**src/design/lpc_pkg.sv**
```systemverilog
// Shared types, codes and helpers for the line printer channel controller.
package lpc_pkg;

   // Item kinds carried in the op field.
   localparam logic [2:0] OP_SI_CMD     = 3'd0;
   localparam logic [2:0] OP_NSI_CMD    = 3'd1;
   localparam logic [2:0] OP_NSI_STATUS = 3'd2;
   localparam logic [2:0] OP_TICK       = 3'd3;
   localparam logic [2:0] OP_CHAR       = 3'd4;

   // Standard interface command codes.
   localparam logic [5:0] CMD_WRITE     = 6'o32;
   localparam logic [5:0] CMD_AUTOWRITE = 6'o02;
   localparam logic [5:0] CMD_SEND_Q    = 6'o20;
   localparam logic [5:0] CMD_SEND_P    = 6'o24;
   localparam logic [5:0] CMD_DISC      = 6'o36;

   // Responses and response bits.
   localparam logic [5:0] RESP_ACCEPT   = 6'd5;
   localparam logic [5:0] RESP_BUSY     = 6'd3;
   localparam logic [5:0] RESP_NOT_RDY  = 6'o40;
   localparam logic [5:0] RESP_IDLE     = 6'o30;

   // Bit positions in the status word.
   localparam int unsigned ST_END  = 0;
   localparam int unsigned ST_OPAT = 1;
   localparam int unsigned ST_ERR  = 2;
   localparam int unsigned ST_BUSY = 5;
   localparam int unsigned ST_DISC = 6;

   // NSI command bits.
   localparam int unsigned NSI_STOP  = 1;
   localparam int unsigned NSI_START = 0;

   // Configuration register indexes.
   localparam logic [1:0] CSR_SI_INTERFACE = 2'd0;
   localparam logic [1:0] CSR_WIDTH_SELECT = 2'd1;
   localparam logic [1:0] CSR_ATTACHED     = 2'd2;

   // Line width codes and column counts.
   localparam logic [1:0] WSEL_96  = 2'd0;
   localparam logic [1:0] WSEL_120 = 2'd1;
   localparam logic [1:0] WSEL_160 = 2'd2;
   localparam logic [7:0] COLS_96  = 8'd96;
   localparam logic [7:0] COLS_120 = 8'd120;
   localparam logic [7:0] COLS_160 = 8'd160;

   typedef struct packed {
      logic       si_interface;
      logic [1:0] width_select;
      logic       attached;
   } cfg_type;

   typedef struct packed {
      logic [2:0] op;
      logic [5:0] cmd_code;
      logic [5:0] char_code;
      logic       end_of_record;
   } req_item_type;

   typedef struct packed {
      logic [5:0] resp_word;
      logic       print_valid;
      logic [5:0] print_code;
      logic       line_end;
      logic       done_level;
      logic       reschedule;
      logic       want_chars;
      logic [5:0] qualifier;
   } rsp_item_type;

   // Column count of a line for a width code; the unused code gives 96.
   function automatic logic [7:0] line_width(input logic [1:0] sel);
      logic [7:0] cols;
      case (sel)
         WSEL_120: cols = COLS_120;
         WSEL_160: cols = COLS_160;
         default:  cols = COLS_96;
      endcase
      return cols;
   endfunction

endpackage

```
**src/design/lpc_ifc.sv**
```systemverilog
// Channel interfaces for requests, results and configuration writes.
interface lpc_req_if import lpc_pkg::*; ();
   logic       valid;
   logic       ready;
   logic [2:0] op;
   logic [5:0] cmd_code;
   logic [5:0] char_code;
   logic       end_of_record;

   modport source (output valid, op, cmd_code, char_code, end_of_record, input ready);
   modport sink   (input valid, op, cmd_code, char_code, end_of_record, output ready);
endinterface

interface lpc_rsp_if import lpc_pkg::*; ();
   logic       valid;
   logic       ready;
   logic [5:0] resp_word;
   logic       print_valid;
   logic [5:0] print_code;
   logic       line_end;
   logic       done_level;
   logic       reschedule;
   logic       want_chars;
   logic [5:0] qualifier;

   modport source (output valid, resp_word, print_valid, print_code, line_end, done_level,
                   reschedule, want_chars, qualifier, input ready);
   modport sink   (input valid, resp_word, print_valid, print_code, line_end, done_level,
                   reschedule, want_chars, qualifier, output ready);
endinterface

interface lpc_csr_if import lpc_pkg::*; ();
   logic       valid;
   logic       ready;
   logic [1:0] index;
   logic [1:0] data;

   modport source (output valid, index, data, input ready);
   modport sink   (input valid, index, data, output ready);
endinterface

```
**src/design/lpc_csr_regs.sv**
```systemverilog
// Configuration registers: interface style, line width and attached flag.
module lpc_csr_regs import lpc_pkg::*; (
   input  logic     clock,
   input  logic     reset,
   lpc_csr_if.sink  csr,
   output cfg_type  cfg
);

   cfg_type cfg_ff;
   cfg_type cfg_in;

   // Writes are always taken; an index beyond the list changes nothing.
   assign csr.ready = 1'b1;

   always_comb begin
      cfg_in = cfg_ff;
      if (csr.valid) begin
         case (csr.index)
            CSR_SI_INTERFACE: cfg_in.si_interface = csr.data[0];
            CSR_WIDTH_SELECT: cfg_in.width_select = csr.data;
            CSR_ATTACHED:     cfg_in.attached     = csr.data[0];
            default:          cfg_in = cfg_ff;
         endcase
      end
   end

   always_ff @(posedge clock) begin
      if (reset) begin
         cfg_ff <= '{si_interface: 1'b1, width_select: WSEL_120, attached: 1'b0};
      end else begin
         cfg_ff <= cfg_in;
      end
   end

   assign cfg = cfg_ff;

endmodule

```
**src/design/lpc_core.sv**
```systemverilog
// Controller state and the single-pass update for one request.
module lpc_core import lpc_pkg::*; (
   input  logic         clock,
   input  logic         reset,
   input  logic         enable,
   input  cfg_type      cfg,
   input  req_item_type item,
   output rsp_item_type result
);

   logic [6:0] status_ff,  status_in;
   logic       qual_ff,    qual_in;
   logic       auto_ff,    auto_in;
   logic [5:0] qvalue_ff,  qvalue_in;
   logic       printing_ff, printing_in;
   logic [7:0] column_ff,  column_in;
   logic       done_ff,    done_in;

   // Next state and result for the request in the input register.
   always_comb begin
      logic [5:0] resp;
      logic       pvalid;
      logic [5:0] pcode;
      logic       lend;
      logic       resched;

      status_in   = status_ff;
      qual_in     = qual_ff;
      auto_in     = auto_ff;
      qvalue_in   = qvalue_ff;
      printing_in = printing_ff;
      column_in   = column_ff;
      done_in     = done_ff;
      resp        = '0;
      pvalid      = 1'b0;
      pcode       = '0;
      lend        = 1'b0;
      resched     = 1'b0;

      case (item.op)
         OP_SI_CMD: begin
            if (cfg.si_interface) begin
               if (qual_ff) begin
                  // The word after a write is the qualifier, whatever it holds.
                  qvalue_in = item.cmd_code;
                  qual_in   = 1'b0;
                  resp      = RESP_ACCEPT;
               end else begin
                  case (item.cmd_code)
                     CMD_WRITE, CMD_AUTOWRITE: begin
                        if (status_ff[ST_BUSY]) begin
                           resp = RESP_BUSY;
                        end else begin
                           auto_in     = (item.cmd_code == CMD_AUTOWRITE);
                           qual_in     = (item.cmd_code == CMD_WRITE);
                           qvalue_in   = '0;
                           printing_in = 1'b0;
                           column_in   = '0;
                           status_in   = '0;
                           status_in[ST_BUSY] = 1'b1;
                           done_in     = 1'b0;
                           resched     = 1'b1;
                           resp        = RESP_ACCEPT;
                        end
                     end
                     CMD_SEND_Q: begin
                        if (!cfg.attached || (!status_ff[ST_OPAT] && !status_ff[ST_ERR])) begin
                           resp = RESP_NOT_RDY;
                        end
                        resp[0] = status_ff[ST_END];
                        status_in[ST_END] = 1'b0;
                        if (!status_ff[ST_BUSY]) begin
                           resp = resp | RESP_IDLE;
                        end
                     end
                     CMD_SEND_P: begin
                        if (cfg.attached) begin
                           resp = {3'b000, status_ff[ST_ERR], 2'b01};
                        end
                        status_in = '0;
                        done_in   = 1'b0;
                     end
                     CMD_DISC: begin
                        status_in[ST_DISC] = 1'b1;
                        resp = RESP_ACCEPT;
                     end
                     default: resp = '0;
                  endcase
               end
            end
         end
         OP_NSI_CMD: begin
            if (!cfg.si_interface) begin
               if (item.cmd_code[NSI_STOP]) begin
                  if (status_ff[ST_BUSY]) begin
                     status_in[ST_DISC] = 1'b1;
                  end
               end else if (item.cmd_code[NSI_START]) begin
                  if (status_ff[ST_BUSY] || !cfg.attached) begin
                     status_in[ST_OPAT] = 1'b1;
                     done_in = 1'b1;
                  end else begin
                     auto_in   = 1'b1;
                     status_in = '0;
                     status_in[ST_BUSY] = 1'b1;
                     done_in   = 1'b0;
                     resched   = 1'b1;
                  end
               end
            end
         end
         OP_NSI_STATUS: begin
            if (!cfg.si_interface) begin
               // The read clears everything but busy and disconnect.
               resp      = status_ff[5:0];
               status_in = '0;
               status_in[ST_BUSY] = status_ff[ST_BUSY];
               status_in[ST_DISC] = status_ff[ST_DISC];
               done_in   = 1'b0;
            end
         end
         OP_TICK: begin
            if (status_ff[ST_DISC]) begin
               status_in[ST_BUSY] = 1'b0;
               status_in[ST_DISC] = 1'b0;
               status_in[ST_END]  = 1'b1;
               done_in     = 1'b1;
               printing_in = 1'b0;
            end else if (status_ff[ST_BUSY]) begin
               if (!cfg.attached) begin
                  status_in = '0;
                  status_in[ST_ERR] = 1'b1;
                  status_in[ST_END] = 1'b1;
                  done_in     = 1'b1;
                  printing_in = 1'b0;
               end else if (qual_ff) begin
                  resched = 1'b1;
               end else if (!printing_ff) begin
                  printing_in = 1'b1;
                  column_in   = '0;
               end
            end
         end
         OP_CHAR: begin
            if (printing_ff) begin
               if (auto_ff) begin
                  // First character of an autowrite becomes the qualifier.
                  qvalue_in = item.char_code;
                  auto_in   = 1'b0;
               end else begin
                  pvalid    = 1'b1;
                  pcode     = item.char_code;
                  column_in = column_ff + 8'd1;
               end
               if (item.end_of_record || column_in >= line_width(cfg.width_select)) begin
                  printing_in = 1'b0;
                  lend        = 1'b1;
                  if (item.end_of_record) begin
                     status_in[ST_END]  = 1'b1;
                     status_in[ST_BUSY] = 1'b0;
                     status_in[ST_DISC] = 1'b0;
                     done_in = 1'b1;
                  end
               end
            end
         end
         default: resp = '0;
      endcase

      result.resp_word   = resp;
      result.print_valid = pvalid;
      result.print_code  = pcode;
      result.line_end    = lend;
      result.done_level  = done_in;
      result.reschedule  = resched;
      result.want_chars  = printing_in;
      result.qualifier   = qvalue_in;
   end

   // State moves on only when the request is handed to the result register.
   always_ff @(posedge clock) begin
      if (reset) begin
         status_ff   <= '0;
         qual_ff     <= 1'b0;
         auto_ff     <= 1'b0;
         qvalue_ff   <= '0;
         printing_ff <= 1'b0;
         column_ff   <= '0;
         done_ff     <= 1'b0;
      end else if (enable) begin
         status_ff   <= status_in;
         qual_ff     <= qual_in;
         auto_ff     <= auto_in;
         qvalue_ff   <= qvalue_in;
         printing_ff <= printing_in;
         column_ff   <= column_in;
         done_ff     <= done_in;
      end
   end

endmodule

```
**src/design/line_printer_channel_controller.sv**
```systemverilog
// Top level of the line printer channel controller.
//
// Requests arrive on req: SI and NSI commands, NSI status reads, service
// ticks and channel characters, selected by op. Every request yields exactly
// one result on rsp, carrying the command response, the character to place
// in the print line, the line end mark, the done level, the request for
// another tick, the line fill flag and the qualifier.
// The csr channel writes the interface style, the line width code and the
// attached flag; it is always ready and should be written only while idle.
// A request is taken into an input register, evaluated combinationally
// against the controller state and placed in the result register, from
// which its result is offered. One request is taken every cycle while
// rsp.ready stays high; each request sees the state update of the last.
// While the receiver holds rsp.ready low, the result register keeps its
// result, the input register keeps one more request, and req.ready falls.
// Synchronous reset empties both registers, clears the controller state and
// restores the configuration to standard interface, 120 columns, unattached.
module line_printer_channel_controller import lpc_pkg::*; (
   input  logic       clock,
   input  logic       reset,
   lpc_req_if.sink    req,
   lpc_rsp_if.source  rsp,
   lpc_csr_if.sink    csr
);

   cfg_type      cfg;
   logic         in_valid_ff, in_valid_in;
   req_item_type in_item_ff;
   logic         out_valid_ff, out_valid_in;
   rsp_item_type out_item_ff;
   rsp_item_type core_result;
   logic         advance;

   lpc_csr_regs u_csr (
      .clock (clock),
      .reset (reset),
      .csr   (csr),
      .cfg   (cfg)
   );

   // The request in the input register moves on when the result slot frees.
   assign advance     = in_valid_ff && (!out_valid_ff || rsp.ready);
   assign req.ready   = !in_valid_ff || advance;
   assign in_valid_in = (req.valid && req.ready) || (in_valid_ff && !advance);
   assign out_valid_in = advance || (out_valid_ff && !rsp.ready);

   lpc_core u_core (
      .clock  (clock),
      .reset  (reset),
      .enable (advance),
      .cfg    (cfg),
      .item   (in_item_ff),
      .result (core_result)
   );

   // Handshake state.
   always_ff @(posedge clock) begin
      if (reset) begin
         in_valid_ff  <= 1'b0;
         out_valid_ff <= 1'b0;
      end else begin
         in_valid_ff  <= in_valid_in;
         out_valid_ff <= out_valid_in;
      end
   end

   // Payload registers.
   always_ff @(posedge clock) begin
      if (req.valid && req.ready) begin
         in_item_ff <= '{op: req.op, cmd_code: req.cmd_code, char_code: req.char_code,
                         end_of_record: req.end_of_record};
      end
      if (advance) begin
         out_item_ff <= core_result;
      end
   end

   assign rsp.valid       = out_valid_ff;
   assign rsp.resp_word   = out_item_ff.resp_word;
   assign rsp.print_valid = out_item_ff.print_valid;
   assign rsp.print_code  = out_item_ff.print_code;
   assign rsp.line_end    = out_item_ff.line_end;
   assign rsp.done_level  = out_item_ff.done_level;
   assign rsp.reschedule  = out_item_ff.reschedule;
   assign rsp.want_chars  = out_item_ff.want_chars;
   assign rsp.qualifier   = out_item_ff.qualifier;

endmodule
```
**src/flat_wrapper.sv**
```systemverilog
// flat-port wrapper written by rule: the top's interface ports become plain ports
module line_printer_channel_controller_flat import lpc_pkg::*;
  (clock, reset, req_valid, req_op, req_cmd_code, req_char_code, req_end_of_record, req_ready, rsp_valid, rsp_resp_word, rsp_print_valid, rsp_print_code, rsp_line_end, rsp_done_level, rsp_reschedule, rsp_want_chars, rsp_qualifier, rsp_ready, csr_valid, csr_index, csr_data, csr_ready);
  lpc_req_if req_i ();
  lpc_rsp_if rsp_i ();
  lpc_csr_if csr_i ();
  input  logic clock;
  input  logic reset;
  input wire logic [$bits(req_i.valid)-1:0] req_valid;
  input wire logic [$bits(req_i.op)-1:0] req_op;
  input wire logic [$bits(req_i.cmd_code)-1:0] req_cmd_code;
  input wire logic [$bits(req_i.char_code)-1:0] req_char_code;
  input wire logic [$bits(req_i.end_of_record)-1:0] req_end_of_record;
  output wire logic [$bits(req_i.ready)-1:0] req_ready;
  output wire logic [$bits(rsp_i.valid)-1:0] rsp_valid;
  output wire logic [$bits(rsp_i.resp_word)-1:0] rsp_resp_word;
  output wire logic [$bits(rsp_i.print_valid)-1:0] rsp_print_valid;
  output wire logic [$bits(rsp_i.print_code)-1:0] rsp_print_code;
  output wire logic [$bits(rsp_i.line_end)-1:0] rsp_line_end;
  output wire logic [$bits(rsp_i.done_level)-1:0] rsp_done_level;
  output wire logic [$bits(rsp_i.reschedule)-1:0] rsp_reschedule;
  output wire logic [$bits(rsp_i.want_chars)-1:0] rsp_want_chars;
  output wire logic [$bits(rsp_i.qualifier)-1:0] rsp_qualifier;
  input wire logic [$bits(rsp_i.ready)-1:0] rsp_ready;
  input wire logic [$bits(csr_i.valid)-1:0] csr_valid;
  input wire logic [$bits(csr_i.index)-1:0] csr_index;
  input wire logic [$bits(csr_i.data)-1:0] csr_data;
  output wire logic [$bits(csr_i.ready)-1:0] csr_ready;
  assign req_i.valid = req_valid;
  assign req_i.op = req_op;
  assign req_i.cmd_code = req_cmd_code;
  assign req_i.char_code = req_char_code;
  assign req_i.end_of_record = req_end_of_record;
  assign req_ready = req_i.ready;
  assign rsp_valid = rsp_i.valid;
  assign rsp_resp_word = rsp_i.resp_word;
  assign rsp_print_valid = rsp_i.print_valid;
  assign rsp_print_code = rsp_i.print_code;
  assign rsp_line_end = rsp_i.line_end;
  assign rsp_done_level = rsp_i.done_level;
  assign rsp_reschedule = rsp_i.reschedule;
  assign rsp_want_chars = rsp_i.want_chars;
  assign rsp_qualifier = rsp_i.qualifier;
  assign rsp_i.ready = rsp_ready;
  assign csr_i.valid = csr_valid;
  assign csr_i.index = csr_index;
  assign csr_i.data = csr_data;
  assign csr_ready = csr_i.ready;
  line_printer_channel_controller u_core (.clock(clock), .reset(reset), .req(req_i), .rsp(rsp_i), .csr(csr_i));
endmodule
```
**config.mk**
```make
export PLATFORM = sky130hd
export DESIGN_NAME = line_printer_channel_controller_flat
export DESIGN_NICKNAME = d
export VERILOG_FILES = /design/src/design/lpc_pkg.sv /design/src/design/lpc_ifc.sv /design/src/design/lpc_csr_regs.sv /design/src/design/lpc_core.sv /design/src/design/line_printer_channel_controller.sv /design/src/flat_wrapper.sv
export SDC_FILE = /design/constraint.sdc
export NUM_CORES = 1
export LEC_CHECK = 0
export BUFFER_PORTS_ARGS = -buffer_cell sky130_fd_sc_hd__buf_2
export CORE_AREA = 8 8 91 93
export DETAILED_ROUTE_END_ITERATION = 10
export DIE_AREA = 0 0 99 101
export GPL_ROUTABILITY_DRIVEN = 0
export PLACE_DENSITY_LB_ADDON = 0.3
export SKIP_CTS_REPAIR_TIMING = 1
export SYNTH_ARGS = -nofsm -noshare
export SYNTH_HDL_FRONTEND = slang
export SYNTH_SLANG_ARGS = --single-unit
```
**constraint.sdc**
```tcl
create_clock -name clock -period 6.2 [get_ports clock]
set_input_delay 0.93 -clock clock [delete_from_list [all_inputs] [get_ports clock]]
set_output_delay 0.93 -clock clock [all_outputs]
set_load 0.05 [all_outputs]
```
### Word level (Yosys, flattened, before mapping)

Index checks and enable logic that the tools add are counted.

| word-level totals | value |
|---|---|
| flip-flop bits (word level) | 70 |
| bits of input ports | 25 |
| output and inout port bits | 26 |
| word-level logic and storage cells | 230 |

| cells by class | value |
|---|---|
| $add $sub $neg | 1 |
| magnitude comparators | 1 |
| eq/ne operators | 40 |
| multiplexer cells | 116 |
| bitwise gates (word level) | 3 |
| reductions and logical operators | 41 |

Operator list:

| operator | number |
|---|---|
| two-way mux 8 bit | 15 |
| two-way mux 6 bit | 13 |
| two-way mux 1 bit | 57 |
| two-way mux 7 bit | 5 |
| AND reduction 14 bit | 2 |
| inequality test 2 bit, second input constant | 13 |
| AND reduction 13 bit | 2 |
| equality test 6 x 5 -> 1 bit, second input constant | 4 |
| case mux 6 bit (2 select lines) | 2 |
| case mux 6 bit (4 select lines) | 1 |
| case mux 8 bit (3 select lines) | 1 |
| case mux 4 bit (4 select lines) | 1 |
| case mux 8 bit (2 select lines) | 1 |
| AND reduction 16 bit | 1 |
| two-way mux 5 bit | 3 |
| inequality test 3 bit, second input constant | 4 |
| case mux 1 bit (3 select lines) | 4 |
| AND reduction 12 bit | 1 |
| AND reduction 11 bit | 1 |
| inequality test 2 x 1 -> 1 bit, second input constant | 5 |
| case mux 1 bit (5 select lines) | 2 |
| case mux 2 bit (5 select lines) | 1 |
| case mux 5 bit (2 select lines) | 1 |
| adder 8 x 1 -> 8 bit, second input constant | 1 |
| other kinds (27) | 61 |

### Longest topological paths before layout

| depth | value |
|---|---|
| depth in word-level cells | 9 |
| mapped depth | 9 |
| gate-level depth less buffers | 9 |

### Cells and area by module

Synthesis repeated with hierarchy kept, for this count alone.

| second synthesis, totals | value |
|---|---|
| cell total of the unflattened synthesis | 363 |
| area total of the unflattened synthesis | 3,738.6 sq um |

Modules (own cells, without submodules):

| module | times used | cells each | area each (sq um) | sequential area each (sq um) |
|---|---|---|---|---|
| lpc_core | 1 | 294 | 2,270.9 | 460.4 |
| line_printer_channel_controller | 1 | 49 | 1,275.0 | 1,211.2 |
| lpc_csr_regs | 1 | 20 | 192.7 | 80.1 |

### Worst setup path before layout

Ideal clock, no wire load.

| path | value |
|---|---|
| kind | input -> register |
| from | input rsp_ready |
| to | register u_core.u_core.done_ff |
| setup time | 0.086 ns |
| arrival | 2.444 ns |
| required time | 6.114 ns |
| setup slack | 3.670 ns |
| cell stages on the path | 6 |
| buffers on the path | 1 |
| cells stage by stage | or2b_2 > nand2_1 > inv_1 > clkbuf_1 > a21oi_1 > a211oi_1 |

| on the way | value |
|---|---|
| word-level cells in the longest chain between the ends | 2 |

RTL lines:

| what | line | RTL |
|---|---|---|
| from (decl) | flat_wrapper.sv:24 | `input wire logic [$bits(rsp_i.ready)-1:0] rsp_ready;` |
| logical OR 1 bit | line_printer_channel_controller.sv:42 | `assign advance = in_valid_ff && (!out_valid_ff \|\| rsp.ready);` |
| logical AND 1 bit | line_printer_channel_controller.sv:42 |  |
| named net u_core.advance | line_printer_channel_controller.sv:32 | `logic advance;` |
| to (signal assigned) | lpc_core.sv:197 | `done_ff <= done_in;` |
| to (decl) | lpc_core.sv:17 | `logic done_ff, done_in;` |

The timed path passes the listed nets, and every way through them passes these cells.
A chain may end at the register's enable or synchronous reset.

==> reports/results.ini <==
[status]
status=completed

[logic_synthesis]
synth_area_um2=3690
synthMostInstantiatedCell=edfxtp_1
synth.area.top_cells=edfxtp_1, dfxtp_1, o21ai_0
synth-warning-count=0
synthFlopType=edfxtp_1
synth_top_area_frac=0.309
syn_avg_cell_area_um2=9.44
yosysSeqAreaShare=0.466
synthArstFlopShare=0
synth_nets=421
synthCells=391
synth_edf_count=38
ys_types=67
synth_common_cells=edfxtp_1, nor2_1, nand2_1
ys_seq_elements=67
yosys.area.top_type=edfxtp_1

[worst_setup_path]
cp_top_family=simple AND/OR/NAND/NOR gates
cp_data_required_time_ps=6450
cp_max_fo=24
cpPeakStageDelay_ps=850
worstSetupPathType=reg -> reg
cp.buffers_inverters=0
cp-start-kind=flip-flop
crit_chain=nor3b_1 > nand3_1 > a311o_1 > o21ba_2
end_kind=flip-flop
cp_slowest_cell=nor3b_1
worstPathArrival_ps=3250

[placement]
numPlacedInstances=498
numPortBuffers=49
placed_cell_area_um2=3890
place_hpwl_um=6370
dp_slack_ps=3200

[power]
ir_drop_v=0.000146
finalPower_mw=0.976
p_leak_nw=1.57
powerDensity_nw_per_um2=239

[sta]
maxSlewViolCount=0
fin_skew_ps=8.28
rsz0062_at_grt=false
final-setup-viol-count=0
maxSlewHeadroom=0.192
min_period_over_period=0.484
finalWorstSetupSlack_ps=3200
finalHoldViolations=0
fin_crit_ps=3000
holdWs_ps=478
timing.fmax_mhz=333
tightest_slew_ps=1210
setup_tns_ps=0

[detailed_routing]
drc_errors=0
wl_um=9040
ant_nets=0
drt_iter0_markers=276
vias_per_cell=6.08
vias=3123
routedWlPerCell_um=17.6
first_pass_iters=7

[global_route]
grt_max_degree=36
track_usage=0.183
first_global_vias=2945
gr-total-overflow=0
antenna_found_initial=0
grt_pass1_wl_um=14600

[floorplan]
start_util=0.532
num_rows=31
die-area_um2=10000
core_um2=6940
ioPinCount=51
die_h_um=101
die_w_um=99

[clocking]
clk_pin_slew_ps=80
worstSkewPairLatency_ps=350
clock_sinks=67
cts_buffers=9
htree_levels=3
cts_root_buffer=clkbuf_8
cts_tree=built
cts.path.max_buffers=2

[run]
maxCapViolCount=0

[finish]
final_cells=514
finish.utilization=0.589
syn2layout_area_growth_pct=10.7
fin_nets=457
insertedDiodeCount=0
drive_gt1_frac=0.190
final_area_um2=4090

[min_path]
hold_class=reg -> reg

## worst paths after layout
kind / slack (ps) / endpoint / start / cells after the start
min: 480 / u_core.u_core.status_ff[0] / u_core.u_core.status_ff[0] / 2
max reg2reg: 3200 / u_core.u_core.qvalue_ff[0] / u_core.in_item_ff[15] / 4
max: 3200 / u_core.u_core.qvalue_ff[0] / u_core.in_item_ff[15] / 4
min reg2reg: 480 / u_core.u_core.status_ff[0] / u_core.u_core.status_ff[0] / 2
## cell usage in the layout, fill, tap and decap left out, types with 9 or more instances in the layout
cell type and instances:
clkbuf_8 9, a21oi_1 21, buf_2 49, nor2_1 35
nand2_1 34, o21ai_0 29, edfxtp_1 38, dfxtp_1 29
inv_1 20, nor3_1 19
## logic make-up (layout without fill, tap and decap cells)
logic type	after synthesis	in the layout	share of synthesized area
flip-flops	67	67	0.466
multiplexers	10	10	0.0278
AND/OR/NAND/NOR	156	156	0.228
other	1	1	0.00102
buffers and inverters	44	85	0.0593
AO/OA/AOI/OAI	103	103	0.189
adder cells (fa/ha/maj)	5	5	0.0169
XOR/XNOR	5	5	0.0119
## registers in the layout, summed over array words and instances, names as in the netlist, 4 cells and up
signal	flops
u_core.u_core.qvalue_ff	6
u_core.u_core.status_ff	5
u_core.u_csr.cfg	4
u_core.rsp.print_code	6
u_core.in_item_ff	16
u_core.rsp.qualifier	6
u_core.u_core.column_ff	8
u_core.rsp.resp_word	5
## per-layer routing
layer  global-route usage  share of wire
met1                0.232           0.44
met2                0.292           0.48
met3               0.0477          0.060
met4               0.0720          0.021
met5                    0              0
## final cells by class
type | instances | area, µm²
Clock buffer | 10 | 128
Clock inverter | 6 | 65.1
Fill cell | 629 | 2860
Inverter | 20 | 75.1
Multi-Input combinational cell | 280 | 1750
Sequential cell | 67 | 1720
Tap cell | 82 | 103
Timing Repair Buffer | 49 | 245
## power breakdown
group	internal (mW)	switching [mW]	total (mW)	leakage (nW)
Combinational	0.0345	0.0771	0.112	0.891
Sequential	0.489	0.0189	0.508	0.598
Clock	0.186	0.171	0.357	0.0866
## worst min-delay path, stage by stage (launching register included)
cell and delay (ps):
dfxtp_1 320, nand2_1 60, mux2i_1 50
(Power assumes the default switching activity.)
